**config.mk**
```make
export PLATFORM = sky130hd
export DESIGN_NAME = png_stored_crop_encoder_core
export DESIGN_NICKNAME = d
export VERILOG_FILES = /design/src/design/pcrop_pkg.sv /design/src/design/pcrop_front.sv /design/src/design/pcrop_queue.sv /design/src/design/pcrop_back.sv /design/src/design/png_stored_crop_encoder_core.sv
export SDC_FILE = /design/constraint.sdc
export NUM_CORES = 2
export LEC_CHECK = 0
export BUFFER_PORTS_ARGS = -buffer_cell sky130_fd_sc_hd__buf_4
export CORE_MARGIN = 2
export CORE_UTILIZATION = 45
export DETAILED_ROUTE_END_ITERATION = 10
export GPL_ROUTABILITY_DRIVEN = 0
export SLEW_MARGIN = 20
export SYNTH_ARGS = -nofsm -noshare
export SYNTH_HDL_FRONTEND = slang
export SYNTH_SLANG_ARGS = --single-unit
```
**constraint.sdc**
```tcl
create_clock -name clk -period 11.5 [get_ports clk]
set_input_delay 0.575 -clock clk [delete_from_list [all_inputs] [get_ports clk]]
set_output_delay 0.575 -clock clk [all_outputs]
set_load 0.01 [all_outputs]
```
**src/design/pcrop_pkg.sv**
```systemverilog
// Shared types and register indexes of the cropped stored-PNG encoder.
package pcrop_pkg;

  // Configuration register indexes.
  localparam logic [1:0] REG_LEFT   = 2'd0;
  localparam logic [1:0] REG_TOP    = 2'd1;
  localparam logic [1:0] REG_WIDTH  = 2'd2;
  localparam logic [1:0] REG_HEIGHT = 2'd3;

  // One classified pixel word handed from the front part to the back part.
  typedef struct packed {
    logic        hdr;     // open a file: signature, IHDR, IDAT head, zlib header
    logic        pix;     // pixel lies in the rectangle: emit its raw bytes
    logic        filt;    // first pixel of a row: emit the filter byte first
    logic        trl;     // close the file: Adler-32, IDAT CRC, IEND
    logic [7:0]  red;
    logic [7:0]  green;
    logic [7:0]  blue;
    logic [11:0] width;   // clamped rectangle size of the open file
    logic [11:0] height;
  } cmd_t;

endpackage

```
**src/design/pcrop_front.sv**
```systemverilog
// Front part: position counters, crop registers and pixel classification.
module pcrop_front #(
  parameter int FRAME_WIDTH  = 1920,
  parameter int FRAME_HEIGHT = 1080
) (
  input  logic              clk,
  input  logic              rst,
  input  logic              cfg_write,
  input  logic [1:0]        cfg_index,
  input  logic [11:0]       cfg_data,
  input  logic              accept,
  input  logic [7:0]        pixel_blue,
  input  logic [7:0]        pixel_green,
  input  logic [7:0]        pixel_red,
  input  logic              frame_start,
  output logic              push,
  output pcrop_pkg::cmd_t   cmd
);

  localparam logic [12:0] FW = 13'(FRAME_WIDTH);
  localparam logic [12:0] FH = 13'(FRAME_HEIGHT);

  typedef enum logic [2:0] {
    PH_IDLE    = 3'b001,
    PH_CAPTURE = 3'b010,
    PH_TRAILER = 3'b100
  } phase_t;

  logic [11:0] crop_left, crop_top, crop_width, crop_height;
  logic [11:0] column_count, row_count;
  logic [11:0] used_left, used_top, used_width, used_height;
  phase_t      phase, phase_next;

  logic [12:0] room_w, room_h;
  logic [11:0] new_w, new_h;
  logic        start;
  logic        cap;
  logic [11:0] eff_left, eff_top, eff_w, eff_h;
  logic [11:0] col_eff, row_eff;
  logic [12:0] right_end, bottom_end;
  logic        inrect, last;
  logic [12:0] col_inc, row_inc;
  logic [11:0] column_next, row_next;

  always_ff @(posedge clk) begin
    if (rst) begin
      crop_left   <= '0;
      crop_top    <= '0;
      crop_width  <= 12'd1920;
      crop_height <= 12'd1080;
    end else if (cfg_write) begin
      unique case (cfg_index)
        pcrop_pkg::REG_LEFT:   crop_left   <= cfg_data;
        pcrop_pkg::REG_TOP:    crop_top    <= cfg_data;
        pcrop_pkg::REG_WIDTH:  crop_width  <= cfg_data;
        pcrop_pkg::REG_HEIGHT: crop_height <= cfg_data;
        default:               crop_left   <= crop_left;
      endcase
    end
  end

  // Clamp the requested rectangle to the frame.
  always_comb begin
    room_w = FW - {1'b0, crop_left};
    room_h = FH - {1'b0, crop_top};
    new_w  = '0;
    new_h  = '0;
    if ({1'b0, crop_left} < FW)
      new_w = ({1'b0, crop_width} < room_w) ? crop_width : room_w[11:0];
    if ({1'b0, crop_top} < FH)
      new_h = ({1'b0, crop_height} < room_h) ? crop_height : room_h[11:0];
  end

  always_comb begin
    start      = frame_start && (phase != PH_TRAILER) && new_w != '0 && new_h != '0;
    cap        = frame_start ? start : (phase == PH_CAPTURE);
    eff_left   = start ? crop_left : used_left;
    eff_top    = start ? crop_top  : used_top;
    eff_w      = start ? new_w     : used_width;
    eff_h      = start ? new_h     : used_height;
    col_eff    = frame_start ? '0 : column_count;
    row_eff    = frame_start ? '0 : row_count;
    right_end  = {1'b0, eff_left} + {1'b0, eff_w};
    bottom_end = {1'b0, eff_top} + {1'b0, eff_h};
    inrect     = cap && (phase != PH_TRAILER) &&
                 col_eff >= eff_left && {1'b0, col_eff} < right_end &&
                 row_eff >= eff_top  && {1'b0, row_eff} < bottom_end;
    last       = inrect && ({1'b0, col_eff} == right_end - 13'd1) &&
                 ({1'b0, row_eff} == bottom_end - 13'd1);

    cmd.hdr    = start;
    cmd.pix    = inrect;
    cmd.filt   = (col_eff == eff_left);
    cmd.trl    = (phase == PH_TRAILER) || (last && !start);
    cmd.red    = pixel_red;
    cmd.green  = pixel_green;
    cmd.blue   = pixel_blue;
    cmd.width  = eff_w;
    cmd.height = eff_h;
    push       = accept && (cmd.hdr || cmd.pix || cmd.trl);

    if (phase == PH_TRAILER)
      phase_next = PH_IDLE;
    else if (last)
      phase_next = start ? PH_TRAILER : PH_IDLE;
    else
      phase_next = cap ? PH_CAPTURE : PH_IDLE;

    // Advance the raster position, wrapping at the frame edges.
    col_inc = {1'b0, col_eff} + 13'd1;
    row_inc = {1'b0, row_eff} + 13'd1;
    if (col_inc >= FW) begin
      column_next = '0;
      row_next    = (row_inc >= FH) ? '0 : row_inc[11:0];
    end else begin
      column_next = col_inc[11:0];
      row_next    = row_eff;
    end
  end

  always_ff @(posedge clk) begin
    if (rst) begin
      phase        <= PH_IDLE;
      column_count <= '0;
      row_count    <= '0;
      used_left    <= '0;
      used_top     <= '0;
      used_width   <= '0;
      used_height  <= '0;
    end else if (accept) begin
      phase        <= phase_next;
      column_count <= column_next;
      row_count    <= row_next;
      if (start) begin
        used_left   <= crop_left;
        used_top    <= crop_top;
        used_width  <= new_w;
        used_height <= new_h;
      end
    end
  end

endmodule

```
**src/design/pcrop_queue.sv**
```systemverilog
// Two-entry queue of classified pixel words between front and back.
module pcrop_queue (
  input  logic            clk,
  input  logic            rst,
  input  logic            push,
  input  pcrop_pkg::cmd_t push_cmd,
  input  logic            pop,
  output pcrop_pkg::cmd_t head,
  output logic            full,
  output logic            empty
);

  pcrop_pkg::cmd_t slot [2];
  logic            wr_ptr, rd_ptr;
  logic [1:0]      count;

  assign full  = (count == 2'd2);
  assign empty = (count == 2'd0);
  assign head  = slot[rd_ptr];

  always_ff @(posedge clk) begin
    if (push) slot[wr_ptr] <= push_cmd;
  end

  always_ff @(posedge clk) begin
    if (rst) begin
      wr_ptr <= 1'b0;
      rd_ptr <= 1'b0;
      count  <= '0;
    end else begin
      if (push) wr_ptr <= ~wr_ptr;
      if (pop)  rd_ptr <= ~rd_ptr;
      case ({push, pop})
        2'b10:   count <= count + 2'd1;
        2'b01:   count <= count - 2'd1;
        default: count <= count;
      endcase
    end
  end

endmodule

```
**src/design/pcrop_back.sv**
```systemverilog
// Back part: byte sequencer with CRC-32, Adler-32 and stored-block framing.
module pcrop_back (
  input  logic            clk,
  input  logic            rst,
  input  logic            q_empty,
  input  pcrop_pkg::cmd_t head,
  output logic            pop,
  output logic            out_valid,
  input  logic            out_stall,
  output logic [7:0]      out_byte,
  output logic            run_last,
  output logic            file_end
);

  localparam logic [31:0] CRC_POLY  = 32'hedb88320;
  localparam logic [31:0] CRC_ONES  = 32'hFFFFFFFF;
  localparam logic [16:0] ADLER_MOD = 17'd65521;
  localparam logic [16:0] BLOCK_MAX = 17'd65535;
  localparam logic [5:0]  HDR_LAST  = 6'd42;
  localparam logic [5:0]  BLK_LAST  = 6'd4;
  localparam logic [5:0]  TRL_LAST  = 6'd19;

  typedef enum logic [3:0] {
    SG_HDR = 4'b0001,
    SG_BLK = 4'b0010,
    SG_RAW = 4'b0100,
    SG_TRL = 4'b1000
  } seg_t;

  function automatic logic [31:0] crc8(input logic [31:0] c_in, input logic [7:0] b);
    logic [31:0] c;
    c = c_in ^ {24'd0, b};
    for (int k = 0; k < 8; k++)
      c = c[0] ? (CRC_POLY ^ (c >> 1)) : (c >> 1);
    return c;
  endfunction

  logic        active;
  seg_t        seg, seg_cur, seg_nx;
  logic [5:0]  idx, idx_cur, idx_nx;
  logic [1:0]  ri, ri_cur, ri_nx;
  logic        done;
  logic [31:0] crc;
  logic [15:0] adler_low, adler_high;
  logic [25:0] raw_rem;
  logic [15:0] blk_rem;

  // Header arithmetic, refreshed every cycle from the queue head.
  logic [25:0] raw_n1, raw_n2, raw_n3;
  logic [9:0]  q2;
  logic [16:0] rem2;
  logic [10:0] blocks3;
  logic [31:0] idat_len;
  logic [13:0] line_len;
  logic [16:0] rem_c, rem_red;
  logic        rem_ge;

  always_comb begin
    line_len = {1'b0, head.width, 1'b0} + {2'b0, head.width} + 14'd1;
    rem_c    = {1'b0, raw_n1[15:0]} + {7'd0, raw_n1[25:16]};
    rem_ge   = rem2 >= BLOCK_MAX;
    rem_red  = rem_ge ? rem2 - BLOCK_MAX : rem2;
  end

  always_ff @(posedge clk) begin
    raw_n1   <= 26'(head.height * line_len);
    raw_n2   <= raw_n1;
    q2       <= raw_n1[25:16];
    rem2     <= rem_c;
    raw_n3   <= raw_n2;
    blocks3  <= {1'b0, q2} + {10'd0, rem_ge} + {10'd0, rem_red != '0};
    idat_len <= {6'd0, raw_n3} + 32'({blocks3, 2'b00} + {2'b0, blocks3}) + 32'd6;
  end

  logic        ld, go;
  logic [7:0]  byte_c;
  logic        do_crc, crc_rst, do_raw, fend;
  logic [15:0] blk_len;
  logic        blk_final;
  logic [31:0] crc_out;
  logic [16:0] lo1, lo2, hi1, hi2;
  logic [7:0]  raw_val;

  assign ld  = !out_valid || !out_stall;
  assign go  = ld && !q_empty;
  assign pop = go && done;

  always_comb begin
    blk_final = {1'b0, raw_rem} <= {10'd0, BLOCK_MAX};
    blk_len   = blk_final ? raw_rem[15:0] : BLOCK_MAX[15:0];
    crc_out   = crc ^ CRC_ONES;

    if (active) begin
      seg_cur = seg;
      idx_cur = idx;
      ri_cur  = ri;
    end else begin
      idx_cur = '0;
      ri_cur  = head.filt ? 2'd0 : 2'd1;
      if (head.hdr)      seg_cur = SG_HDR;
      else if (head.pix) seg_cur = (blk_rem == '0) ? SG_BLK : SG_RAW;
      else               seg_cur = SG_TRL;
    end

    case (ri_cur)
      2'd0:    raw_val = 8'h00;
      2'd1:    raw_val = head.red;
      2'd2:    raw_val = head.green;
      default: raw_val = head.blue;
    endcase

    byte_c  = 8'h00;
    do_crc  = 1'b0;
    crc_rst = 1'b0;
    do_raw  = 1'b0;
    fend    = 1'b0;
    done    = 1'b0;
    seg_nx  = seg_cur;
    idx_nx  = idx_cur + 6'd1;
    ri_nx   = ri_cur;

    unique case (seg_cur)
      SG_HDR: begin
        unique case (idx_cur)
          6'd0:  byte_c = 8'd137;
          6'd1:  byte_c = 8'd80;
          6'd2:  byte_c = 8'd78;
          6'd3:  byte_c = 8'd71;
          6'd4:  byte_c = 8'd13;
          6'd5:  byte_c = 8'd10;
          6'd6:  byte_c = 8'd26;
          6'd7:  byte_c = 8'd10;
          6'd11: byte_c = 8'd13;
          6'd12: byte_c = 8'h49;
          6'd13: byte_c = 8'h48;
          6'd14: byte_c = 8'h44;
          6'd15: byte_c = 8'h52;
          6'd18: byte_c = {4'd0, head.width[11:8]};
          6'd19: byte_c = head.width[7:0];
          6'd22: byte_c = {4'd0, head.height[11:8]};
          6'd23: byte_c = head.height[7:0];
          6'd24: byte_c = 8'd8;
          6'd25: byte_c = 8'd2;
          6'd29: byte_c = crc_out[31:24];
          6'd30: byte_c = crc_out[23:16];
          6'd31: byte_c = crc_out[15:8];
          6'd32: byte_c = crc_out[7:0];
          6'd33: byte_c = idat_len[31:24];
          6'd34: byte_c = idat_len[23:16];
          6'd35: byte_c = idat_len[15:8];
          6'd36: byte_c = idat_len[7:0];
          6'd37: byte_c = 8'h49;
          6'd38: byte_c = 8'h44;
          6'd39: byte_c = 8'h41;
          6'd40: byte_c = 8'h54;
          6'd41: byte_c = 8'h78;
          6'd42: byte_c = 8'h01;
          default: byte_c = 8'h00;
        endcase
        do_crc  = (idx_cur >= 6'd12 && idx_cur <= 6'd28) || idx_cur >= 6'd37;
        crc_rst = (idx_cur == 6'd12) || (idx_cur == 6'd37);
        if (idx_cur == HDR_LAST) begin
          idx_nx = '0;
          // Block count is zero after the header, so a pixel opens a block.
          if (head.pix)      seg_nx = SG_BLK;
          else if (head.trl) seg_nx = SG_TRL;
          else               done   = 1'b1;
        end
      end
      SG_BLK: begin
        do_crc = 1'b1;
        unique case (idx_cur)
          6'd0:    byte_c = {7'd0, blk_final};
          6'd1:    byte_c = blk_len[7:0];
          6'd2:    byte_c = blk_len[15:8];
          6'd3:    byte_c = ~blk_len[7:0];
          default: byte_c = ~blk_len[15:8];
        endcase
        if (idx_cur == BLK_LAST) begin
          idx_nx = '0;
          seg_nx = SG_RAW;
        end
      end
      SG_RAW: begin
        byte_c = raw_val;
        do_crc = 1'b1;
        do_raw = 1'b1;
        idx_nx = '0;
        if (ri_cur == 2'd3) begin
          if (head.trl) seg_nx = SG_TRL;
          else          done   = 1'b1;
        end else begin
          ri_nx  = ri_cur + 2'd1;
          seg_nx = (blk_rem == 16'd1) ? SG_BLK : SG_RAW;
        end
      end
      SG_TRL: begin
        unique case (idx_cur)
          6'd0:  byte_c = adler_high[15:8];
          6'd1:  byte_c = adler_high[7:0];
          6'd2:  byte_c = adler_low[15:8];
          6'd3:  byte_c = adler_low[7:0];
          6'd4:  byte_c = crc_out[31:24];
          6'd5:  byte_c = crc_out[23:16];
          6'd6:  byte_c = crc_out[15:8];
          6'd7:  byte_c = crc_out[7:0];
          6'd12: byte_c = 8'h49;
          6'd13: byte_c = 8'h45;
          6'd14: byte_c = 8'h4E;
          6'd15: byte_c = 8'h44;
          6'd16: byte_c = crc_out[31:24];
          6'd17: byte_c = crc_out[23:16];
          6'd18: byte_c = crc_out[15:8];
          6'd19: byte_c = crc_out[7:0];
          default: byte_c = 8'h00;
        endcase
        do_crc  = idx_cur <= 6'd3 || (idx_cur >= 6'd12 && idx_cur <= 6'd15);
        crc_rst = (idx_cur == 6'd12);
        if (idx_cur == TRL_LAST) begin
          fend = 1'b1;
          done = 1'b1;
        end
      end
      default: done = 1'b1;
    endcase

    lo1 = {1'b0, adler_low} + {9'd0, byte_c};
    lo2 = (lo1 >= ADLER_MOD) ? lo1 - ADLER_MOD : lo1;
    hi1 = {1'b0, adler_high} + lo2;
    hi2 = (hi1 >= ADLER_MOD) ? hi1 - ADLER_MOD : hi1;
  end

  always_ff @(posedge clk) begin
    if (rst) begin
      active     <= 1'b0;
      seg        <= SG_HDR;
      idx        <= '0;
      ri         <= '0;
      crc        <= CRC_ONES;
      adler_low  <= 16'd1;
      adler_high <= '0;
      raw_rem    <= '0;
      blk_rem    <= '0;
      out_valid  <= 1'b0;
    end else begin
      if (ld) out_valid <= !q_empty;
      if (go) begin
        active <= !done;
        seg    <= seg_nx;
        idx    <= idx_nx;
        ri     <= ri_nx;
        if (do_crc) crc <= crc8(crc_rst ? CRC_ONES : crc, byte_c);
        if (seg_cur == SG_HDR && idx_cur == HDR_LAST) begin
          raw_rem    <= raw_n3;
          blk_rem    <= '0;
          adler_low  <= 16'd1;
          adler_high <= '0;
        end
        if (seg_cur == SG_BLK && idx_cur == BLK_LAST) blk_rem <= blk_len;
        if (do_raw) begin
          adler_low  <= lo2[15:0];
          adler_high <= hi2[15:0];
          blk_rem    <= blk_rem - 16'd1;
          raw_rem    <= raw_rem - 26'd1;
        end
      end
    end
  end

  always_ff @(posedge clk) begin
    if (go) begin
      out_byte <= byte_c;
      run_last <= done;
      file_end <= fend;
    end
  end

endmodule

```
**src/design/png_stored_crop_encoder_core.sv**
```systemverilog
// Top level of the cropped stored-deflate PNG encoder.
// A word's first byte is formed from the queue head and registered in the output stage.
// One byte per cycle while out_stall is low and the queue has a word; a cropped pixel gives
// 3 bytes, 4 at a row start; a block header adds 5, the file header 43 and the trailer 20.
// The byte sequencer in the back part sets this rate; the input stalls when the queue fills.
// Reset (rst, synchronous): clears counters, phase, queue and output; registers to defaults.
module png_stored_crop_encoder_core #(
  parameter int FRAME_WIDTH  = 1920,
  parameter int FRAME_HEIGHT = 1080
) (
  input  logic        clk,
  input  logic        rst,
  // configuration write port
  input  logic        cfg_write,
  input  logic [1:0]  cfg_index,
  input  logic [11:0] cfg_data,
  // pixel input channel
  input  logic        in_valid,
  output logic        in_stall,
  input  logic [7:0]  pixel_blue,
  input  logic [7:0]  pixel_green,
  input  logic [7:0]  pixel_red,
  input  logic        frame_start,
  // PNG byte output channel
  output logic        out_valid,
  input  logic        out_stall,
  output logic [7:0]  out_byte,
  output logic        run_last,
  output logic        file_end
);

  logic            accept;
  logic            push, pop, q_full, q_empty;
  pcrop_pkg::cmd_t push_cmd, head;

  // Take a pixel word whenever the queue has room.
  assign in_stall = q_full;
  assign accept   = in_valid && !in_stall;

  // Front: track raster position, clamp the rectangle, classify each pixel.
  pcrop_front #(
    .FRAME_WIDTH (FRAME_WIDTH),
    .FRAME_HEIGHT(FRAME_HEIGHT)
  ) u_front (
    .clk        (clk),
    .rst        (rst),
    .cfg_write  (cfg_write),
    .cfg_index  (cfg_index),
    .cfg_data   (cfg_data),
    .accept     (accept),
    .pixel_blue (pixel_blue),
    .pixel_green(pixel_green),
    .pixel_red  (pixel_red),
    .frame_start(frame_start),
    .push       (push),
    .cmd        (push_cmd)
  );

  // Queue: hold classified words so front and back stall independently.
  pcrop_queue u_queue (
    .clk     (clk),
    .rst     (rst),
    .push    (push),
    .push_cmd(push_cmd),
    .pop     (pop),
    .head    (head),
    .full    (q_full),
    .empty   (q_empty)
  );

  // Back: sequence file bytes through a registered output stage.
  pcrop_back u_back (
    .clk      (clk),
    .rst      (rst),
    .q_empty  (q_empty),
    .head     (head),
    .pop      (pop),
    .out_valid(out_valid),
    .out_stall(out_stall),
    .out_byte (out_byte),
    .run_last (run_last),
    .file_end (file_end)
  );

endmodule

```
==> impl_metrics.yaml <==
critical_path:
  rr_worst_depth: 34
  crit_top_cell: "ha_1"
  worstSetupPathType: "reg2reg"
  worstPathArrival_ns: 10.61
  cp_max_fo: 40
  critical_path.startpoint: "u_front.crop_top[0]"
  critical_path.top_delay_family: "compound AO/OA/AOI/OAI gates"
  end_kind: "flip-flop"
  critPathLaunchType: "flip-flop"
  cpPeakStageDelay_ns: 0.90
  ff2ff_setup_slack_ns: 1.21
  critPathSlowestCell: "a2111oi_0"
  r2r_end: "u_queue.slot[1][4]"
  path_buf_inv: 5
  worst_r2r_startpoint: "u_front.crop_top[0]"
  required_ns: 11.82
clock_tree:
  cts_root_buf: "clkbuf_16"
  cts_tree: "built"
  ctsResizeCount: 0
  htree_levels: 2
  cts_num_sinks: 495
  postCtsSetupRepairBufs: 0
  clock_latency_ns: 0.63
  clk_pin_slew_ns: 0.06
  clockBufferDepth: 3
  postCtsHoldBufs: 0
  numCtsBuffers: 56
global_route:
  grt_max_degree: 88
  grt_usage: 0.2598
  grt_pass1_wl_um: 166900
  antenna_found_initial: 4
  grt_pass1_vias: 28540
  grt_overflow_total: 0
synthesis:
  synth_nets: 4599
  syn_avg_cell_area_sq_um: 8.578
  synth_top_flop_cell: "dfxtp_1"
  ys_async_sr_fraction: 0
  synthXorXnorAreaFrac: 0.07226
  synth_adder_area_share: 0.1649
  synth_top_family_by_area: "simple AND/OR/NAND/NOR gates"
  syn-instance-count: 4162
  synth_area_sq_mm: 0.03570
  synth-compound-area-share: 0.1755
  ys_warn_count: 0
  ys_seq_area_frac: 0.3095
  synth_edf_count: 114
  ys_ff_latch: 495
  synth_cell_type_count: 106
  synthMuxAreaShare: 0.03662
  yosys.area_share.simple: 0.1891
min_path:
  worstHoldStart: "pixel_blue[1]"
  hold_path_depth: 1
  holdPathEnd: "u_queue.slot[1][25]"
  hold_class: "in2reg"
cells_and_area:
  diodes: 0
  finish.net_count: 4569
  final_cells: 5229
  drive_gt1_frac: 0.07490
  num-fill-cells: 7477
  area_delta_synth_final_pct: 8.975
routing:
  drc: 0
  drt.antenna.violating_nets: 0
  first_pass_iters: 6
  drtIter0Drc: 2452
  wirelength_um: 107900
  vias: 30000
  wire_per_inst_um: 20.63
  routed_via_density: 5.737
timing:
  rsz0062_at_grt: "no"
  finalSetupViolations: 0
  slew_viol_final: 0
  fmax_mhz: 97.16
  slew_headroom: 0.2240
  fin_skew_ns: 0.01875
  fin_crit_sh: 0.8949
  hold_viol_final: 0
  period_minus_slack_ns: 10.29
  setup_tns_ns: 0
  holdWs_ns: 0.1350
  tightest_slew_ns: 1.163
  setup_ws_ns: 1.208
floorplan:
  ios: 56
  row_count: 103
  dieHeight_um: 285.7
  fp.dieW_um: 285.7
  start_util: 0.4534
  die_area_sq_mm: 0.08161
  core-area_sq_mm: 0.07874
placement:
  port_buffers: 55
  pre_cts_ws_ns: 1.256
  dp_hpwl_um: 82080
  placed_cells: 5124
status:
  status: "finished, final reports clean"
job:
  drv_cap: 0
how the worst max path moves through the flow:
stage / end / depth (start not counted) / slack (ns)
after CTS: u_queue.slot[1][4] / 34 / 1.26
after global placement: u_back.adler_high[4] / 32 / 1.49
after global routing: u_back.adler_high[3] / 29 / 0.26
final: u_queue.slot[1][4] / 34 / 1.21
after detailed placement: u_queue.slot[1][17] / 34 / 1.26
after floorplan: u_queue.slot[0][0] / 34 / 1.44
sequential cells by signal, indices dropped and copies added (netlist names), 11 cells and up, named ones only:
register,flops
u_queue.slot,104
u_back.crc,32
u_back.idat_len,27
u_back.raw_n1,26
u_back.raw_n3,26
u_back.raw_rem,26
u_back.raw_n2,25
u_back.rem2,17
u_back.adler_high,16
u_back.adler_low,16
u_back.blk_rem,16
u_front.column_count,12
u_front.crop_height,12
u_front.crop_left,12
u_front.crop_top,12
u_front.crop_width,12
u_front.row_count,12
u_front.used_height,12
u_front.used_left,12
u_front.used_top,12
u_front.used_width,12
u_back.blocks3,11
kinds of logic (layout without fill, tap and decap cells):
| family | after synthesis | count (layout) |
|---|---|---|
| compound gates | 955 | 955 |
| xor+xnor | 271 | 271 |
| fa+ha+maj | 393 | 393 |
| buf+inv | 483 | 500 |
| flops | 495 | 495 |
| mux | 125 | 125 |
| simple gates | 1440 | 1440 |
cells in the mapped netlist, drive strengths merged, types with 21 or more instances:
cell type / n / area share
nor2: 452 / 0.048
nand2: 429 / 0.045
dfxtp: 381 / 0.21
a21oi: 300 / 0.042
inv: 299 / 0.031
ha: 264 / 0.093
o21ai: 183 / 0.026
xnor2: 179 / 0.047
clkbuf: 145 / 0.015
fa: 129 / 0.072
edfxtp: 114 / 0.096
nor3: 104 / 0.015
nand3: 101 / 0.015
xor2: 89 / 0.023
mux2i: 83 / 0.023
nor2b: 67 / 0.012
a211oi: 52 / 0.011
o211ai: 48 / 0.010
a21o: 47 / 0.0099
o22ai: 45 / 0.0079
nand2b: 43 / 0.0075
mux2: 42 / 0.013
and2: 40 / 0.0070
buf: 38 / 0.0054
nand4: 38 / 0.0067
o21a: 36 / 0.0076
or3: 36 / 0.0064
a31oi: 27 / 0.0047
and3: 27 / 0.0047
a22oi: 25 / 0.0056
nor4: 25 / 0.0052
a221oi: 21 / 0.0052
layout by cell type (no fill, tap or decap), types with 36 or more instances in the layout:
master and count:
ha_1 264, nor3_1 101, nor2b_1 66, a211oi_1 52, nand2_1 427, edfxtp_1 114
inv_1 296, nand2b_1 43, and2_1 38, dfxtp_1 380, a21o_1 47, clkbuf_16 58
o21a_1 36, fa_1 129, o22ai_1 45, buf_4 94, nand4_1 38, xnor2_1 167
nor2_1 448, o211ai_1 48, mux2_2 41, nand3_1 98, xor2_1 84, mux2i_1 81
a21oi_1 297, o21ai_0 170
stage by stage:
step	util	area [sq um]
after floorplan	-	35700
after global placement	0.4705	37050
after detailed placement	0.4706	37050
after CTS	0.4941	38910
after global routing	0.4941	38910
final	0.4941	38910
routing by layer:
layer	vias up	global-route usage	wire length [um]	part of all wire
met5	-	0	13	0.00012
met1	14320	0.3362	46150	0.43
met3	226	0.02887	5420	0.050
li1	14560	-	-	-
met4	2	0.09188	4357	0.040
met2	892	0.4487	51920	0.48
cell type report:
cell class,count,area [sq um],area share
Timing Repair Buffer,95,716.9,0.01843
Clock inverter,22,237.7,0.006110
Clock buffer,83,1615,0.04152
Inverter,300,1126,0.02894
Multi-Input combinational cell,3184,22840,0.5871
Sequential cell,495,11050,0.2841
Tap cell,1050,1314,0.03377
Power is left out: the tool's default activity adds up to more than one toggle a clock period on the data nets, which glitch-free logic cannot reach.
